$ cat src/rtl/cbd_pkg.sv
// Package for the CRC-16 checked block deframer: constants, types and the CRC step.
`default_nettype none

package cbd_pkg;

  // Default geometry.
  localparam int DATA_BYTES_DEF = 32;
  localparam int COUNT_BITS_DEF = 24;

  // Field widths.
  localparam int BYTE_W     = 8;
  localparam int OFFSET_W   = 5;
  localparam int BCOUNT_W   = 24;
  localparam int CFG_IDX_W  = 8;
  localparam int CFG_DATA_W = 24;
  localparam int CRC_W      = 16;

  // Register indexes on the configuration channel.
  localparam logic [CFG_IDX_W-1:0] REG_START_OFFSET = CFG_IDX_W'(0);
  localparam logic [CFG_IDX_W-1:0] REG_BYTE_COUNT   = CFG_IDX_W'(1);

  // CRC-16 constants, MSB first, no reflection, no final XOR.
  localparam logic [CRC_W-1:0] CRC_INIT = 16'hFFFF;
  localparam logic [CRC_W-1:0] CRC_POLY = 16'h8005;
  localparam logic [CRC_W-1:0] CRC_TOP  = 16'h8000;

  // Commands from the controller to the datapath.
  typedef struct packed {
    logic consume;    // process the accepted byte
    logic start_run;  // check matched: set up emission of the packet
    logic push_err;   // load the error word into the output slot
    logic rd_en;      // read the packet store at the current address
    logic push_data;  // load the read byte into the output slot
  } cbd_cmd_t;

  // Status from the datapath to the controller.
  typedef struct packed {
    logic run_idle;     // halted or nothing left to deliver
    logic pos_is_lo;    // next byte is the low check byte
    logic mismatch;     // last check failed
    logic skip_beyond;  // offset skips the whole packet
    logic slot_free;    // output slot can take a word this cycle
    logic emit_last;    // byte being pushed ends this packet's run
  } cbd_stat_t;

  // One byte of CRC-16 update, eight shift steps.
  function automatic logic [CRC_W-1:0] crc16_update(input logic [CRC_W-1:0] crc,
                                                    input logic [BYTE_W-1:0] b);
    logic [CRC_W-1:0] c;
    logic             top;
    c = crc ^ {b, 8'h00};
    for (int i = 0; i < 8; i++) begin
      top = (c & CRC_TOP) != '0;
      c = {c[CRC_W-2:0], 1'b0};
      if (top) begin
        c = c ^ CRC_POLY;
      end
    end
    return c;
  endfunction

endpackage

`default_nettype wire

$ cat src/rtl/cbd_if.sv
// Valid/ready channel interfaces for raw input, results and configuration writes.
`default_nettype none

interface cbd_raw_if;
  logic       valid;
  logic       ready;
  logic [7:0] raw_byte;
  modport source (output valid, output raw_byte, input ready);
  modport sink (input valid, input raw_byte, output ready);
endinterface

interface cbd_result_if;
  logic       valid;
  logic       ready;
  logic [7:0] data_byte;
  logic       status;
  logic       last_of_run;
  logic       transfer_done;
  modport source (output valid, output data_byte, output status, output last_of_run,
                  output transfer_done, input ready);
  modport sink (input valid, input data_byte, input status, input last_of_run,
                input transfer_done, output ready);
endinterface

interface cbd_cfg_if;
  logic        valid;
  logic        ready;
  logic [7:0]  index;
  logic [23:0] data;
  modport source (output valid, output index, output data, input ready);
  modport sink (input valid, input index, input data, output ready);
endinterface

`default_nettype wire

$ cat src/rtl/cbd_ctrl.sv
// Controller state machine: input acceptance, check decision and word emission.
`default_nettype none

module cbd_ctrl (
  input  wire logic             clk,
  input  wire logic             rst,
  input  wire logic             raw_valid,
  output logic                  raw_ready,
  input  cbd_pkg::cbd_stat_t    stat,
  output cbd_pkg::cbd_cmd_t     cmd
);
  import cbd_pkg::*;

  typedef enum logic [3:0] {
    ST_ACCEPT = 4'b0001,
    ST_CHECK  = 4'b0010,
    ST_READ   = 4'b0100,
    ST_PUSH   = 4'b1000
  } cbd_state_t;

  cbd_state_t state, state_next;

  always_ff @(posedge clk) begin
    if (rst) begin
      state <= ST_ACCEPT;
    end else begin
      state <= state_next;
    end
  end

  always_comb begin
    state_next = state;
    cmd        = '0;
    raw_ready  = 1'b0;
    unique case (state)
      ST_ACCEPT: begin
        raw_ready = 1'b1;
        if (raw_valid && !stat.run_idle) begin
          cmd.consume = 1'b1;
          if (stat.pos_is_lo) begin
            state_next = ST_CHECK;
          end
        end
      end
      ST_CHECK: begin
        if (stat.mismatch) begin
          if (stat.slot_free) begin
            cmd.push_err = 1'b1;
            state_next   = ST_ACCEPT;
          end
        end else begin
          cmd.start_run = 1'b1;
          state_next    = stat.skip_beyond ? ST_ACCEPT : ST_READ;
        end
      end
      ST_READ: begin
        cmd.rd_en  = 1'b1;
        state_next = ST_PUSH;
      end
      ST_PUSH: begin
        if (stat.slot_free) begin
          cmd.push_data = 1'b1;
          state_next    = stat.emit_last ? ST_ACCEPT : ST_READ;
        end
      end
      default: begin
        state_next = ST_ACCEPT;
      end
    endcase
  end

endmodule

`default_nettype wire

$ cat src/rtl/cbd_datapath.sv
// Datapath: packet store, CRC accumulator, counters, configuration and output slot.
`default_nettype none

module cbd_datapath #(
  parameter int DATA_BYTES = cbd_pkg::DATA_BYTES_DEF,
  parameter int COUNT_BITS = cbd_pkg::COUNT_BITS_DEF
) (
  input  wire logic                         clk,
  input  wire logic                         rst,
  input  cbd_pkg::cbd_cmd_t                 cmd,
  output cbd_pkg::cbd_stat_t                stat,
  input  wire logic [cbd_pkg::BYTE_W-1:0]   raw_byte,
  input  wire logic                         cfg_we,
  input  wire logic [cbd_pkg::CFG_IDX_W-1:0]  cfg_index,
  input  wire logic [cbd_pkg::CFG_DATA_W-1:0] cfg_data,
  output logic                              result_valid,
  input  wire logic                         result_ready,
  output logic [cbd_pkg::BYTE_W-1:0]        data_byte,
  output logic                              status,
  output logic                              last_of_run,
  output logic                              transfer_done
);
  import cbd_pkg::*;

  localparam int IDX_W = $clog2(DATA_BYTES);
  localparam int POS_W = $clog2(DATA_BYTES + 2);

  logic [BYTE_W-1:0]     mem [DATA_BYTES];
  logic [BYTE_W-1:0]     rd_data;
  logic [IDX_W-1:0]      rd_addr;
  logic [CRC_W-1:0]      crc;
  logic [POS_W-1:0]      pos;
  logic [BYTE_W-1:0]     check_hi;
  logic [COUNT_BITS-1:0] remaining;
  logic                  first_packet;
  logic                  halted;
  logic                  mismatch;
  logic [OFFSET_W-1:0]   start_offset;
  logic [BCOUNT_W-1:0]   byte_count;
  logic [BCOUNT_W-1:0]   byte_count_next;
  logic                  pos_in_data;
  logic                  pos_is_hi;
  logic                  store_we;
  logic                  remaining_is_one;

  assign pos_in_data      = 32'(pos) < DATA_BYTES;
  assign pos_is_hi        = pos == POS_W'(DATA_BYTES);
  assign store_we         = cmd.consume && pos_in_data;
  assign remaining_is_one = remaining == COUNT_BITS'(1);
  assign byte_count_next  = (cfg_index == REG_BYTE_COUNT) ? cfg_data[BCOUNT_W-1:0] : byte_count;

  assign stat.run_idle    = halted || (remaining == '0);
  assign stat.pos_is_lo   = pos == POS_W'(DATA_BYTES + 1);
  assign stat.mismatch    = mismatch;
  assign stat.skip_beyond = first_packet && (32'(start_offset) >= DATA_BYTES);
  assign stat.slot_free   = !result_valid || result_ready;
  assign stat.emit_last   = (rd_addr == IDX_W'(DATA_BYTES - 1)) || remaining_is_one;

  // Packet store: one write port for incoming data, one registered read port.
  always_ff @(posedge clk) begin
    if (store_we) begin
      mem[pos[IDX_W-1:0]] <= raw_byte;
    end
    if (cmd.rd_en) begin
      rd_data <= mem[rd_addr];
    end
  end

  // Control state and counters.
  always_ff @(posedge clk) begin
    if (rst) begin
      start_offset <= '0;
      byte_count   <= '0;
      crc          <= CRC_INIT;
      pos          <= '0;
      remaining    <= '0;
      first_packet <= 1'b1;
      halted       <= 1'b0;
    end else if (cfg_we && (cfg_index == REG_START_OFFSET || cfg_index == REG_BYTE_COUNT)) begin
      if (cfg_index == REG_START_OFFSET) begin
        start_offset <= cfg_data[OFFSET_W-1:0];
      end
      byte_count   <= byte_count_next;
      crc          <= CRC_INIT;
      pos          <= '0;
      remaining    <= COUNT_BITS'(byte_count_next);
      first_packet <= 1'b1;
      halted       <= 1'b0;
    end else begin
      if (cmd.consume) begin
        if (pos_in_data) begin
          crc <= crc16_update(crc, raw_byte);
          pos <= pos + POS_W'(1);
        end else if (pos_is_hi) begin
          pos <= pos + POS_W'(1);
        end else begin
          crc <= CRC_INIT;
          pos <= '0;
        end
      end
      if (cmd.start_run) begin
        first_packet <= 1'b0;
      end
      if (cmd.push_err) begin
        halted <= 1'b1;
      end
      if (cmd.push_data) begin
        remaining <= remaining - COUNT_BITS'(1);
      end
    end
  end

  // Payload registers.
  always_ff @(posedge clk) begin
    if (cmd.consume && pos_is_hi) begin
      check_hi <= raw_byte;
    end
    if (cmd.consume && !pos_in_data && !pos_is_hi) begin
      mismatch <= {check_hi, raw_byte} != crc;
    end
    if (cmd.start_run) begin
      rd_addr <= first_packet ? IDX_W'(start_offset) : '0;
    end else if (cmd.push_data) begin
      rd_addr <= rd_addr + IDX_W'(1);
    end
  end

  // Output slot.
  always_ff @(posedge clk) begin
    if (rst) begin
      result_valid <= 1'b0;
    end else if (cmd.push_err || cmd.push_data) begin
      result_valid <= 1'b1;
    end else if (result_ready) begin
      result_valid <= 1'b0;
    end
  end

  always_ff @(posedge clk) begin
    if (cmd.push_err) begin
      data_byte     <= '0;
      status        <= 1'b1;
      last_of_run   <= 1'b1;
      transfer_done <= 1'b1;
    end else if (cmd.push_data) begin
      data_byte     <= rd_data;
      status        <= 1'b0;
      last_of_run   <= stat.emit_last;
      transfer_done <= remaining_is_one;
    end
  end

endmodule

`default_nettype wire

$ cat src/rtl/crc16_checked_block_deframer.sv
// Top level of the CRC-16 checked block deframer.
//
// The raw channel carries one stored byte per word. Packets are DATA_BYTES data
// bytes followed by a big-endian CRC-16 (polynomial 0x8005, seed 0xFFFF, MSB
// first, no final XOR) computed over the data bytes. The result channel gives
// verified data bytes, or one error word (status set, data zero) when a check
// fails, after which all raw words are swallowed until a register write.
// The configuration channel writes start_offset (index 0) and byte_count
// (index 1); either write restarts the transfer. It is always ready and must
// only be used while the block is idle.
// Data and check bytes are taken one per cycle while the block accepts them.
// After the low check byte it stops taking raw words while it checks, then
// reads each delivered byte from the single read port of the packet store
// and loads it into the output register before reading the next. The check,
// read and push states lie between the low check byte and the first word of
// a packet. A stalled receiver simply holds the output register and the
// emission waits; nothing is dropped. Synchronous reset clears both registers
// to zero, so the block swallows raw words until byte_count is written.
`default_nettype none

module crc16_checked_block_deframer #(
  parameter int DATA_BYTES = cbd_pkg::DATA_BYTES_DEF,
  parameter int COUNT_BITS = cbd_pkg::COUNT_BITS_DEF
) (
  input wire logic      clk,
  input wire logic      rst,
  cbd_raw_if.sink       raw,
  cbd_result_if.source  result,
  cbd_cfg_if.sink       cfg
);
  import cbd_pkg::*;

  cbd_cmd_t  cmd;
  cbd_stat_t stat;
  logic      cfg_we;

  // Configuration writes are always taken.
  assign cfg.ready = 1'b1;
  assign cfg_we    = cfg.valid;

  // The controller decides when words are taken and when results are loaded.
  cbd_ctrl u_ctrl (
    .clk       (clk),
    .rst       (rst),
    .raw_valid (raw.valid),
    .raw_ready (raw.ready),
    .stat      (stat),
    .cmd       (cmd)
  );

  // The datapath holds the store, CRC, counters and output register.
  cbd_datapath #(
    .DATA_BYTES (DATA_BYTES),
    .COUNT_BITS (COUNT_BITS)
  ) u_datapath (
    .clk           (clk),
    .rst           (rst),
    .cmd           (cmd),
    .stat          (stat),
    .raw_byte      (raw.raw_byte),
    .cfg_we        (cfg_we),
    .cfg_index     (cfg.index),
    .cfg_data      (cfg.data),
    .result_valid  (result.valid),
    .result_ready  (result.ready),
    .data_byte     (result.data_byte),
    .status        (result.status),
    .last_of_run   (result.last_of_run),
    .transfer_done (result.transfer_done)
  );

endmodule

`default_nettype wire

$ cat src/flat_wrapper.sv
// flat-port wrapper written by rule: the top's interface ports become plain ports
module crc16_checked_block_deframer_flat import cbd_pkg::*;
#(
  parameter int DATA_BYTES = cbd_pkg::DATA_BYTES_DEF,
  parameter int COUNT_BITS = cbd_pkg::COUNT_BITS_DEF
)
  (clk, rst, raw_valid, raw_raw_byte, raw_ready, result_valid, result_data_byte, result_status, result_last_of_run, result_transfer_done, result_ready, cfg_valid, cfg_index, cfg_data, cfg_ready);
  cbd_raw_if raw_i ();
  cbd_result_if result_i ();
  cbd_cfg_if cfg_i ();
  input wire logic clk;
  input wire logic rst;
  input wire logic [$bits(raw_i.valid)-1:0] raw_valid;
  input wire logic [$bits(raw_i.raw_byte)-1:0] raw_raw_byte;
  output wire logic [$bits(raw_i.ready)-1:0] raw_ready;
  output wire logic [$bits(result_i.valid)-1:0] result_valid;
  output wire logic [$bits(result_i.data_byte)-1:0] result_data_byte;
  output wire logic [$bits(result_i.status)-1:0] result_status;
  output wire logic [$bits(result_i.last_of_run)-1:0] result_last_of_run;
  output wire logic [$bits(result_i.transfer_done)-1:0] result_transfer_done;
  input wire logic [$bits(result_i.ready)-1:0] result_ready;
  input wire logic [$bits(cfg_i.valid)-1:0] cfg_valid;
  input wire logic [$bits(cfg_i.index)-1:0] cfg_index;
  input wire logic [$bits(cfg_i.data)-1:0] cfg_data;
  output wire logic [$bits(cfg_i.ready)-1:0] cfg_ready;
  assign raw_i.valid = raw_valid;
  assign raw_i.raw_byte = raw_raw_byte;
  assign raw_ready = raw_i.ready;
  assign result_valid = result_i.valid;
  assign result_data_byte = result_i.data_byte;
  assign result_status = result_i.status;
  assign result_last_of_run = result_i.last_of_run;
  assign result_transfer_done = result_i.transfer_done;
  assign result_i.ready = result_ready;
  assign cfg_i.valid = cfg_valid;
  assign cfg_i.index = cfg_index;
  assign cfg_i.data = cfg_data;
  assign cfg_ready = cfg_i.ready;
  crc16_checked_block_deframer #(.DATA_BYTES(DATA_BYTES), .COUNT_BITS(COUNT_BITS)) u_core (.clk(clk), .rst(rst), .raw(raw_i), .result(result_i), .cfg(cfg_i));
endmodule
$ cat config.mk
export PLATFORM = sky130hd
export DESIGN_NAME = crc16_checked_block_deframer_flat
export DESIGN_NICKNAME = d
export VERILOG_FILES = /design/src/rtl/cbd_pkg.sv /design/src/rtl/cbd_if.sv /design/src/rtl/cbd_ctrl.sv /design/src/rtl/cbd_datapath.sv /design/src/rtl/crc16_checked_block_deframer.sv /design/src/flat_wrapper.sv
export SDC_FILE = /design/constraint.sdc
export NUM_CORES = 1
export LEC_CHECK = 0
export BUFFER_PORTS_ARGS = -buffer_cell sky130_fd_sc_hd__clkbuf_2
export CORE_MARGIN = 4
export CORE_UTILIZATION = 50
export CTS_CLUSTER_DIAMETER = 60
export CTS_CLUSTER_SIZE = 16
export DETAILED_ROUTE_END_ITERATION = 8
export PLACE_DENSITY = 0.71
export SLEW_MARGIN = 20
export SYNTH_ARGS = -nofsm -noshare
export SYNTH_HDL_FRONTEND = slang
export SYNTH_SLANG_ARGS = --single-unit
$ cat constraint.sdc
create_clock -name clk -period 8.1 [get_ports clk]
set_input_delay 0.405 -clock clk [delete_from_list [all_inputs] [get_ports clk]]
set_output_delay 0.405 -clock clk [all_outputs]
set_load 0.05 [all_outputs]
==> flow_summary.json <==
{
  "synth_flop_cell": "edfxtp_1",
  "dp_cells": 1425,
  "cts_hold_repair.buffers": 0,
  "ant_nets": 0,
  "clkSlewWorstSetupHoldPaths_ps": 70,
  "grt_pass1_wl_mm": 52.1,
  "antenna_found_initial": 0,
  "ys_ff_latch": 371,
  "first_iter_violations": 964,
  "row_count": 64,
  "dpl_cell_area_sq_um": 16100,
  "setup_viol": 0,
  "cts_sinks": 371,
  "worstPathMaxFanout": 19,
  "htree_levels": 1,
  "synth_top_area_share": 0.541,
  "powerDensity_nw_per_um2": 209,
  "area_growth_pct": 10.0,
  "wl_met1_mm": 14.5,
  "via_per_inst": 6.04,
  "fin_util": 0.556,
  "endpoint": "u_core.u_datapath.mem[5][7]$_DFFE_PP_",
  "numCtsBuffers": 29,
  "r2r_end": "u_core.u_datapath.mem[5][7]$_DFFE_PP_",
  "cts_resized": 0,
  "clock_insertion_delay_worst_skew_ps": 580,
  "cts_tree": "yes",
  "route.met2.wl_mm": 16.1,
  "clockBufferDepth": 3,
  "die_w_um": 184,
  "highest_layer": "met4",
  "async_flop_share": 0,
  "hold_class": "input pin to register",
  "start_kind": "register",
  "peakVddDrop_v": 0.000163,
  "fmax_mhz": 264,
  "r2r_slack_ps": 4310,
  "routedWlPerCell_um": 23.0,
  "overflow": 0,
  "tns_ps": 0,
  "fp.dieH_um": 184,
  "antennaDiodeCount": 0,
  "drive_above_1_share": 0.214,
  "syn_nets": 1070,
  "hold_violations": 0,
  "grt_pass1_vias": 8467,
  "leakage_nw": 5.46,
  "fin_skew_ps": 27.2,
  "worstRegToRegCells": 7,
  "rsz0062_at_grt": "no",
  "io_pins": 59,
  "ys_types": 65,
  "cp.required_ps": 8270,
  "ys_seq_area_frac": 0.662,
  "tightest_slew_ps": 1080,
  "outcome": "complete, no violations",
  "synthTopCellsByArea": "edfxtp_1 (54%), dfxtp_1 (12%), mux4_2 (12%)",
  "fin_crit_ps": 3790,
  "fp.dieArea_sq_um": 33700,
  "synth_warnings": 0,
  "hpwl_mm": 21.8,
  "io_buffers": 57,
  "reg2reg_from": "u_core.u_datapath.remaining[0]$_SDFFE_PP0P_",
  "num-nets-final": 1114,
  "synthDominantAreaCellType": "edfxtp_1",
  "fin_crit_sh": 0.467,
  "maxCapViolCount": 0,
  "max-slew-margin-rel": 0.275,
  "crit_type": "register to register",
  "power_mw": 3.54,
  "slew_violations": 0,
  "wl_mm": 34.0,
  "syn_area_per_cell_sq_um": 15.2,
  "cts_root_buf": "clkbuf_16",
  "final_area_sq_um": 17000,
  "drt_first_pass_iters": 8,
  "netlist_area_sq_um": 15400,
  "globalplace.congestion": 0.785,
  "cts_setup_buffers": 0,
  "grt_usage": 0.201,
  "cp.arrival_ps": 3960,
  "drcViolationCount": 0,
  "stdcell_count": 1479,
  "initial_core_util": 0.506,
  "cp-end-kind": "register",
  "dr_wl_met3_mm": 2.64,
  "grt_max_degree": 67,
  "synth-edff-count": 278,
  "core_area_sq_um": 30500,
  "synth_cells": 1016,
  "vias": 8938,
  "cp-startpoint": "u_core.u_datapath.remaining[0]$_SDFFE_PP0P_"
}
[power breakdown]
part,internal (mW),switching [mW],leakage (nW)
logic,0.0444,0.0738,1.77
clock network,0.718,0.654,0.432
registers,2.04,0.00670,3.25
[cell usage in the layout (no fill, tap or decap), types with 4 or more instances in the layout]
| cell | instances |
|---|---|
| or2_2 | 6 |
| a31o_2 | 8 |
| xor2_1 | 24 |
| clkbuf_1 | 14 |
| nand4_1 | 4 |
| nor3_1 | 20 |
| a31oi_1 | 4 |
| ha_1 | 9 |
| dfxtp_1 | 93 |
| clkinv_2 | 4 |
| mux2_2 | 8 |
| o211ai_1 | 8 |
| nor4_1 | 9 |
| mux4_2 | 80 |
| edfxtp_1 | 278 |
| o21a_1 | 6 |
| o21ai_0 | 27 |
| nand3_1 | 27 |
| clkbuf_2 | 57 |
| nor2_1 | 55 |
| buf_4 | 16 |
| inv_1 | 11 |
| nand2b_1 | 6 |
| a311oi_1 | 7 |
| a21oi_1 | 44 |
| or3_1 | 5 |
| xnor2_1 | 32 |
| nand2_1 | 97 |
| clkbuf_16 | 29 |
| a211oi_1 | 9 |
| nand3b_1 | 10 |
| mux2i_1 | 5 |
| a21o_1 | 4 |
| a22o_1 | 8 |
| and3_1 | 9 |
[sequential cells by signal, summed over array words and instances, names as in the netlist]
signal                           count
u_core.u_datapath.rd_data            8
u_core.u_datapath.mismatch           1
u_core.u_datapath.result_valid       1
u_core.u_datapath.halted             1
u_core.u_datapath.first_packet       1
u_core.u_ctrl.state                  4
u_core.u_datapath.byte_count        24
u_core.u_datapath.mem              256
u_core.u_datapath.start_offset       5
u_core.u_datapath.data_byte          8
u_core.u_datapath.remaining         24
u_core.u_datapath.transfer_done      1
u_core.u_datapath.pos                6
u_core.u_datapath.crc               16
u_core.u_datapath.check_hi           8
u_core.u_datapath.rd_addr            5
u_core.u_datapath.last_of_run        1
u_core.u_datapath.status             1
[critical path: stages, from the launching register on]
cell,delay (ps)
dfxtp_1,360
inv_1,90
ha_1,200
nor2b_1,120
and4bb_2,260
a21oi_2,690
nand3b_1,670
nor2_1,1000
[layout make-up]
| cell class | count | area, sq um |
|---|---|---|
| well taps | 396 | 495 |
| multi-input cells | 574 | 4920 |
| clock buffers | 44 | 792 |
| fillers | 2393 | 13500 |
| repair buffers | 73 | 405 |
| clock inverters | 10 | 105 |
| inverters | 11 | 41.3 |
| flip-flops and latches | 371 | 10200 |
[layer usage]
layer / global-route usage / vias to the layer above
met3: 0.0356 / 48
met4: 0.0489 / 0
li1: - / 3998
met1: 0.298 / 4564
met2: 0.313 / 328
met5: 0 / -
[how the worst min path moves through the flow]
| stage | from | endpoint | cells past startpoint |
|---|---|---|---|
| after floorplan | u_core.u_datapath.byte_count[20]$_SDFFE_PP0P_ | u_core.u_datapath.byte_count[20]$_SDFFE_PP0P_ | 2 |
| after global placement | u_core.u_datapath.byte_count[20]$_SDFFE_PP0P_ | u_core.u_datapath.byte_count[20]$_SDFFE_PP0P_ | 2 |
| after detailed placement | u_core.u_datapath.byte_count[20]$_SDFFE_PP0P_ | u_core.u_datapath.byte_count[20]$_SDFFE_PP0P_ | 2 |
| after CTS | cfg_data[21] | u_core.u_datapath.byte_count[21]$_SDFFE_PP0P_ | 3 |
| after global routing | cfg_data[13] | u_core.u_datapath.byte_count[13]$_SDFFE_PP0P_ | 3 |
| final | cfg_data[11] | u_core.u_datapath.byte_count[11]$_SDFFE_PP0P_ | 3 |
[per-stage QoR]
step                      worst slack, ps  hold slack (ps)
after floorplan                      5300              432
after global placement               4390              439
after detailed placement             4420              443
after CTS                            4380             60.9
after global routing                 4170             69.9
final                                4310             73.4
[synthesized netlist by cell type, types with 10 or more instances]
cell,instances
a21oi_1,44
buf_2,10
clkbuf_1,43
dfxtp_1,93
edfxtp_1,278
inv_1,11
mux4_2,80
nand2_1,97
nand3_1,27
nand3b_1,10
nor2_1,55
nor3_1,20
o21ai_0,27
xnor2_1,32
xor2_1,24
[kinds of logic after synthesis]
kind of cell	count (synthesis)	synth area share
flip-flops	371	0.662
AND/OR/NAND/NOR	275	0.0919
AO/OA/AOI/OAI	137	0.0573
multiplexers	93	0.126
buffers and inverters	71	0.0191
XOR/XNOR	59	0.0363
adder cells (fa/ha/maj)	9	0.00730
other	1	0.000243
(Power assumes the default switching activity.)
